### src/sv/olid_pkg.sv
// Shared types and constants for the ordered list block.
`timescale 1ns / 1ps

package olid_pkg;

    localparam int CMD_W     = 2;
    localparam int VAL_W     = 32;
    localparam int POS_W     = 5;
    localparam int S_TDATA_W = 40;
    localparam int M_TDATA_W = 32;
    localparam int M_TUSER_W = 2;

    // Command codes; code 3 behaves as a remove.
    localparam logic [CMD_W-1:0] CMD_PUSH_FRONT = 2'd0;
    localparam logic [CMD_W-1:0] CMD_PUSH_BACK  = 2'd1;
    localparam logic [CMD_W-1:0] CMD_REMOVE     = 2'd2;

    // Controller to datapath commands.
    typedef struct packed {
        logic upd;   // apply the accepted command to the store
        logic load;  // load the next element into the output register
    } ctrl_cmd_t;

    // Datapath to controller status.
    typedef struct packed {
        logic last_one;  // the element being read is the final one of the run
    } dp_stat_t;

endpackage

### src/sv/olid_ctrl.sv
// Controller: command acceptance and readout sequencing.
`timescale 1ns / 1ps

module olid_ctrl (
    input  logic                 aclk,
    input  logic                 aresetn,
    input  logic                 s_tvalid,
    output logic                 s_tready,
    output logic                 m_tvalid,
    input  logic                 m_tready,
    input  olid_pkg::dp_stat_t   stat,
    output olid_pkg::ctrl_cmd_t  cmd
);

    localparam logic ST_IDLE = 1'b0;
    localparam logic ST_EMIT = 1'b1;

    logic state_reg, state_next;
    logic m_tvalid_reg, m_tvalid_next;
    logic out_free;

    assign out_free = !m_tvalid_reg || m_tready;

    always_comb begin
        state_next = state_reg;
        s_tready   = 1'b0;
        cmd.upd    = 1'b0;
        cmd.load   = 1'b0;
        unique case (state_reg)
            ST_IDLE: begin
                s_tready = 1'b1;
                if (s_tvalid) begin
                    cmd.upd    = 1'b1;
                    state_next = ST_EMIT;
                end
            end
            ST_EMIT: begin
                if (out_free) begin
                    cmd.load = 1'b1;
                    if (stat.last_one) begin
                        state_next = ST_IDLE;
                    end
                end
            end
            default: state_next = ST_IDLE;
        endcase
    end

    always_comb begin
        m_tvalid_next = m_tvalid_reg;
        if (cmd.load) begin
            m_tvalid_next = 1'b1;
        end else if (m_tready) begin
            m_tvalid_next = 1'b0;
        end
    end

    always_ff @(posedge aclk) begin
        if (!aresetn) begin
            state_reg    <= ST_IDLE;
            m_tvalid_reg <= 1'b0;
        end else begin
            state_reg    <= state_next;
            m_tvalid_reg <= m_tvalid_next;
        end
    end

    assign m_tvalid = m_tvalid_reg;

endmodule

### src/sv/olid_dpath.sv
// Datapath: shifting element store, length counter and output register.
`timescale 1ns / 1ps

module olid_dpath #(
    parameter int CAPACITY = 32
) (
    input  logic                           aclk,
    input  logic                           aresetn,
    input  olid_pkg::ctrl_cmd_t            cmd,
    output olid_pkg::dp_stat_t             stat,
    input  logic [olid_pkg::CMD_W-1:0]     in_cmd,
    input  logic [olid_pkg::VAL_W-1:0]     in_value,
    input  logic [olid_pkg::POS_W-1:0]     in_pos,
    output logic [olid_pkg::VAL_W-1:0]     out_element,
    output logic                           out_last,
    output logic                           out_empty,
    output logic                           out_dropped
);

    localparam int CNT_W = $clog2(CAPACITY + 1);
    localparam int IDX_W = $clog2(CAPACITY);

    logic [olid_pkg::VAL_W-1:0] cells_reg  [CAPACITY];
    logic [olid_pkg::VAL_W-1:0] cells_next [CAPACITY];
    logic [CNT_W-1:0]           count_reg, count_next;
    logic [IDX_W-1:0]           idx_reg;
    logic                       drop_reg;
    logic [olid_pkg::VAL_W-1:0] elem_reg;
    logic                       last_reg;
    logic                       empty_reg;
    logic                       dropped_reg;
    logic                       full;
    logic                       is_push;
    logic                       pos_ok;
    logic                       list_empty;

    assign full       = (count_reg == CNT_W'(CAPACITY));
    assign is_push    = (in_cmd == olid_pkg::CMD_PUSH_FRONT) ||
                        (in_cmd == olid_pkg::CMD_PUSH_BACK);
    assign pos_ok     = (32'(in_pos) < 32'(count_reg));
    assign list_empty = (count_reg == '0);

    // Each cell picks from itself, its front or back neighbor, or the new value.
    for (genvar g = 0; g < CAPACITY; g++) begin : g_cell
        logic [olid_pkg::VAL_W-1:0] prev_w;
        logic [olid_pkg::VAL_W-1:0] next_w;

        if (g == 0) begin : g_head
            assign prev_w = in_value;
        end else begin : g_body
            assign prev_w = cells_reg[g-1];
        end

        if (g == CAPACITY - 1) begin : g_tail
            assign next_w = cells_reg[g];
        end else begin : g_nxt
            assign next_w = cells_reg[g+1];
        end

        always_comb begin
            cells_next[g] = cells_reg[g];
            case (in_cmd)
                olid_pkg::CMD_PUSH_FRONT: begin
                    if (!full) begin
                        cells_next[g] = prev_w;
                    end
                end
                olid_pkg::CMD_PUSH_BACK: begin
                    if (!full && (32'(g) == 32'(count_reg))) begin
                        cells_next[g] = in_value;
                    end
                end
                default: begin
                    if (pos_ok && (32'(g) >= 32'(in_pos))) begin
                        cells_next[g] = next_w;
                    end
                end
            endcase
        end
    end

    always_comb begin
        count_next = count_reg;
        if (is_push) begin
            if (!full) begin
                count_next = count_reg + CNT_W'(1);
            end
        end else if (pos_ok) begin
            count_next = count_reg - CNT_W'(1);
        end
    end

    assign stat.last_one = list_empty || ((CNT_W'(idx_reg) + CNT_W'(1)) == count_reg);

    always_ff @(posedge aclk) begin
        if (cmd.upd) begin
            cells_reg <= cells_next;
        end
    end

    always_ff @(posedge aclk) begin
        if (!aresetn) begin
            count_reg <= '0;
            idx_reg   <= '0;
        end else if (cmd.upd) begin
            count_reg <= count_next;
            idx_reg   <= '0;
        end else if (cmd.load) begin
            idx_reg <= stat.last_one ? '0 : idx_reg + IDX_W'(1);
        end
    end

    // The drop flag travels with each element so a waiting result keeps its own.
    always_ff @(posedge aclk) begin
        if (cmd.upd) begin
            drop_reg <= is_push && full;
        end
        if (cmd.load) begin
            elem_reg    <= list_empty ? '0 : cells_reg[idx_reg];
            last_reg    <= stat.last_one;
            empty_reg   <= list_empty;
            dropped_reg <= drop_reg;
        end
    end

    assign out_element = elem_reg;
    assign out_last    = last_reg;
    assign out_empty   = empty_reg;
    assign out_dropped = dropped_reg;

endmodule

### src/sv/ordered_list_with_indexed_delete.sv
// Top level of the ordered list with insert at front, append and indexed remove.
`timescale 1ns / 1ps

// Keeps an ordered list of up to CAPACITY signed 32-bit values. Each input
// transfer carries one command: insert at the front, append at the back, or
// remove the element at a position (code 3 also removes). A remove at or past
// the current length is ignored; an insert into a full list is dropped and
// every result of that command has insert_dropped set. After each command the
// whole list is sent front to back, one element per output transfer, with
// tlast on the final one; an empty list gives one transfer with list_empty set
// and element zero. The store updates in the cycle the command is accepted,
// then the readout sends one element per cycle while the output is not
// stalled, so a command holds the block until the last element of its list
// is loaded for output. The output register lets the next command be
// accepted while the final result still waits to be taken.
module ordered_list_with_indexed_delete #(
    parameter int CAPACITY = 32
) (
    input  logic                             aclk,
    input  logic                             aresetn,
    // Command channel
    input  logic                             s_tvalid,
    output logic                             s_tready,
    // [1:0] cmd, [33:2] item_value, [38:34] position, [39] zero
    input  logic [olid_pkg::S_TDATA_W-1:0]   s_tdata,
    // Result channel
    output logic                             m_tvalid,
    input  logic                             m_tready,
    // [31:0] element
    output logic [olid_pkg::M_TDATA_W-1:0]   m_tdata,
    output logic                             m_tlast,
    // [0] list_empty, [1] insert_dropped
    output logic [olid_pkg::M_TUSER_W-1:0]   m_tuser
);

    olid_pkg::ctrl_cmd_t ctrl_cmd;
    olid_pkg::dp_stat_t  dp_stat;

    logic [olid_pkg::CMD_W-1:0] in_cmd;
    logic [olid_pkg::VAL_W-1:0] in_value;
    logic [olid_pkg::POS_W-1:0] in_pos;
    logic                       out_empty;
    logic                       out_dropped;

    // Unpack the command transfer.
    assign in_cmd   = s_tdata[1:0];
    assign in_value = s_tdata[33:2];
    assign in_pos   = s_tdata[38:34];

    olid_ctrl u_ctrl (
        .aclk     (aclk),
        .aresetn  (aresetn),
        .s_tvalid (s_tvalid),
        .s_tready (s_tready),
        .m_tvalid (m_tvalid),
        .m_tready (m_tready),
        .stat     (dp_stat),
        .cmd      (ctrl_cmd)
    );

    olid_dpath #(
        .CAPACITY (CAPACITY)
    ) u_dpath (
        .aclk        (aclk),
        .aresetn     (aresetn),
        .cmd         (ctrl_cmd),
        .stat        (dp_stat),
        .in_cmd      (in_cmd),
        .in_value    (in_value),
        .in_pos      (in_pos),
        .out_element (m_tdata),
        .out_last    (m_tlast),
        .out_empty   (out_empty),
        .out_dropped (out_dropped)
    );

    assign m_tuser = {out_dropped, out_empty};

endmodule

### config.mk
export PLATFORM = sky130hd
export DESIGN_NAME = ordered_list_with_indexed_delete
export DESIGN_NICKNAME = d
export VERILOG_FILES = /design/src/sv/olid_pkg.sv /design/src/sv/olid_ctrl.sv /design/src/sv/olid_dpath.sv /design/src/sv/ordered_list_with_indexed_delete.sv
export SDC_FILE = /design/constraint.sdc
export NUM_CORES = 2
export LEC_CHECK = 0
export ABC_AREA = 1
export BUFFER_PORTS_ARGS = -buffer_cell sky130_fd_sc_hd__buf_2
export CORE_ASPECT_RATIO = 0.8
export CORE_MARGIN = 2
export CORE_UTILIZATION = 46
export DETAILED_ROUTE_END_ITERATION = 8
export HOLD_SLACK_MARGIN = 0.02
export PLACE_DENSITY_LB_ADDON = 0.1
export SLEW_MARGIN = 10
export SYNTH_ARGS = -nofsm -noshare
export SYNTH_HDL_FRONTEND = slang
export SYNTH_SLANG_ARGS = --single-unit
export TNS_END_PERCENT = 5
### constraint.sdc
create_clock -name aclk -period 6.5 [get_ports aclk]
set_input_delay 0.975 -clock aclk [delete_from_list [all_inputs] [get_ports aclk]]
set_output_delay 0.975 -clock aclk [all_outputs]
set_load 0.005 [all_outputs]
==> reports/qor.csv <==
metric;value;unit
finalHoldViolCount;0;
muxShareOfSynthArea;0;%
hpwl;101;mm
ys_types;33;
hold_class;flip-flop to flip-flop;
grt_usage;29.8;%
ys_seq_elements;1073;
netlist_instances;6262;
drt_iter0_markers;5960;
nFillCells;11600;
crit_type;input pin to flip-flop;
clockRootBuffer;clkbuf_16;
ff2ff_path_depth;9;
antenna_found_initial;6;
multiInputGateArea;0.0212;mm^2
synth-compound-area-share;21.0;%
min_from;u_dpath.drop_reg;
die_w;400;um
layout_commonest_cell;nand2_1;
min_period;4.43;ns
power_density;290;mW/mm^2
antenna_left;0;
synth_adder_area_share;0.216;%
cts_tree;yes;
synth_area;0.0579;mm^2
die_area;0.129;mm^2
relSlewSlack;10.4;%
yosys.area.top_type;edfxtp_1;
ys_warn_count;0;
synthArstFlopShare;0;%
cts_setup_buffers;0;
synth_largest_type_area_fraction;55.0;%
vias;48200;
holdPathStages;0;
worstMarginPinSlew;1.34;ns
power;18.1;mW
syn-num-nets;6316;
rsz0062_at_grt;false;
clock_sinks;1073;
fin_skew;0.0204;ns
setup_tns;0;ns
grt_pass1_vias;45800;
period_share;68.2;%
rrSetupSlack;2.35;ns
finalMaxSlewViolations;0;
outcome;finished, final reports clean;
port_buffers;79;
yosys.area_share.simple;15.1;%
fp.dieH;321;um
holdBufCountCts;0;
htreeDepth;3;
setup_slack;2.07;ns
finalNetCount;6035;
largest_reg_flops;928;
grt_pass1_wl;294;mm
path_max_fanout;111;
cts-buffers-inserted;115;
rr_endpoint;u_dpath.g_cell[4].next_w[31];
max_cap_violations;0;
mostFrequentLayoutCells;nand2_1 (1628), o211ai_1 (1096), edfxtp_1 (1060);
synth.avg_cell_area;9.24;um^2
coreArea;0.125;mm^2
synth_top_family_by_area;compound AO/OA/AOI/OAI gates;
detail_route.first_pass.iterations;6;
post-place-ws;1.39;ns
insertion_delay;0.73;ns
start_kind;input pin;
grt_overflow_total;0;
viasPerCell;6.24;
synthTopCellsByArea;edfxtp_1 (55%), o211ai_1 (14%), nand2_1 (11%);
ctsResizeCount;0;
required;6.86;ns
initial_utilization;46.3;%
clk_path_buf_depth;3;
place.gp.congestion;0.827;
synthFlopType;edfxtp_1;
worstHoldEndpoint;u_dpath.out_dropped;
drive_above_1_share;6.48;%
pin_count;81;
wirelength;196;mm
num_rows;116;
clk_pin_slew;0.06;ns
syn2layout_area_growth;8.03;%
max_freq;226;MHz
ys_seq_area_share;55.5;%
max-vdd-ir-drop;230;uV
timing.rr.start;u_dpath.count_reg[2];
seq_area;0.0321;mm^2
arrival;4.79;ns
synth-edff-count;1060;
finalSetupViolations;0;
drc;0;
cp-end-kind;flip-flop;
wl_per_cell;25.4;um
grt_max_degree;193;
synth_xor_area_share;0.151;%
leakage;22.9;nW
==> through the flow <==
stage                     hold WS, ns  utilization, %  std cells  cell area, um^2
after detailed placement        0.413            47.1       7516            58900
after global routing            0.434            50.0       7731            62500
after floorplan                 0.400               -       6262            57900
after CTS                       0.428            50.0       7728            62500
final                           0.425            50.0       7732            62500
after global placement          0.409            47.1       7516            58900
==> report_power, final <==
part           internal, mW  switching, mW  leakage (nW)  total [mW]
clock                  3.63           2.86          1.77        6.49
sequential             8.29          0.280          9.97        8.57
combinational         0.832           2.26          11.1        3.09
==> critical path: stages <==
cell and delay [ns]:
buf_8 0.65, nor2_4 0.09, inv_8 0.43, nor2_1 0.10
nor2_1 0.36, nand3_1 0.36, nor2_4 1.09, buf_4 0.60
==> synth_stat cells (3+ instances only) <==
master	instances
nor2_1	275
a31oi_1	18
clkbuf_1	310
ha_1	10
nand3_1	286
edfxtp_1	1060
o211ai_1	1096
nand4_1	6
buf_1	38
buf_6	9
o221ai_1	49
buf_4	11
o21ai_0	350
xor2_1	9
nor3_1	11
inv_2	9
nor2_2	3
o21ai_1	62
dfxtp_1	13
inv_1	581
clkbuf_2	6
nand2_1	1628
nand2_2	5
o211ai_2	8
a21oi_1	134
o22ai_1	80
buf_2	188
==> logic make-up (layout without fill, tap and decap cells) <==
kind of cell,count (synthesis),count (layout)
buf+inv,1153,967
compound gates,1801,1801
fa+ha+maj,10,10
flops,1073,1073
simple gates,2215,2215
xor+xnor,10,10
other cells,0,4
==> layer usage <==
layer	track usage [%]	wire length [um]	vias to the layer above
li1	-	-	21800
met1	41.9	84900	23700
met2	46.7	87800	2358
met3	5.86	17600	331
met4	8.91	5780	5
met5	0.485	90	-
==> how the worst max path moves through the flow <==
| stage | endpoint | cells past startpoint | startpoint | slack [ns] |
|---|---|---|---|---|
| 6_report | u_dpath.g_cell[4].next_w[31] | 8 | s_tdata[1] | 2.07 |
| 5_1_grt | u_dpath.g_cell[4].next_w[31] | 8 | s_tdata[1] | 2.05 |
| 4_1_cts | u_dpath.g_cell[4].next_w[31] | 8 | s_tdata[1] | 2.15 |
| 3_5_place_dp | u_dpath.g_cell[4].next_w[31] | 8 | s_tdata[1] | 1.39 |
| 3_3_place_gp | u_dpath.g_cell[4].next_w[31] | 8 | s_tdata[1] | 1.41 |
| 2_1_floorplan | u_dpath.g_cell[11].next_w[0] | 7 | s_tdata[37] | 1.71 |
==> cell type report <==
class | instances | area share, %
tap | 1652 | 3.31
sequential | 1073 | 51.4
clock buffer | 140 | 4.82
clock inverter | 72 | 0.909
antenna | 4 | 0.0160
multi-input combinational | 4036 | 34.0
inverter | 591 | 3.61
timing repair buffer | 164 | 1.99
Note: power is estimated with default switching activity, not from simulation.
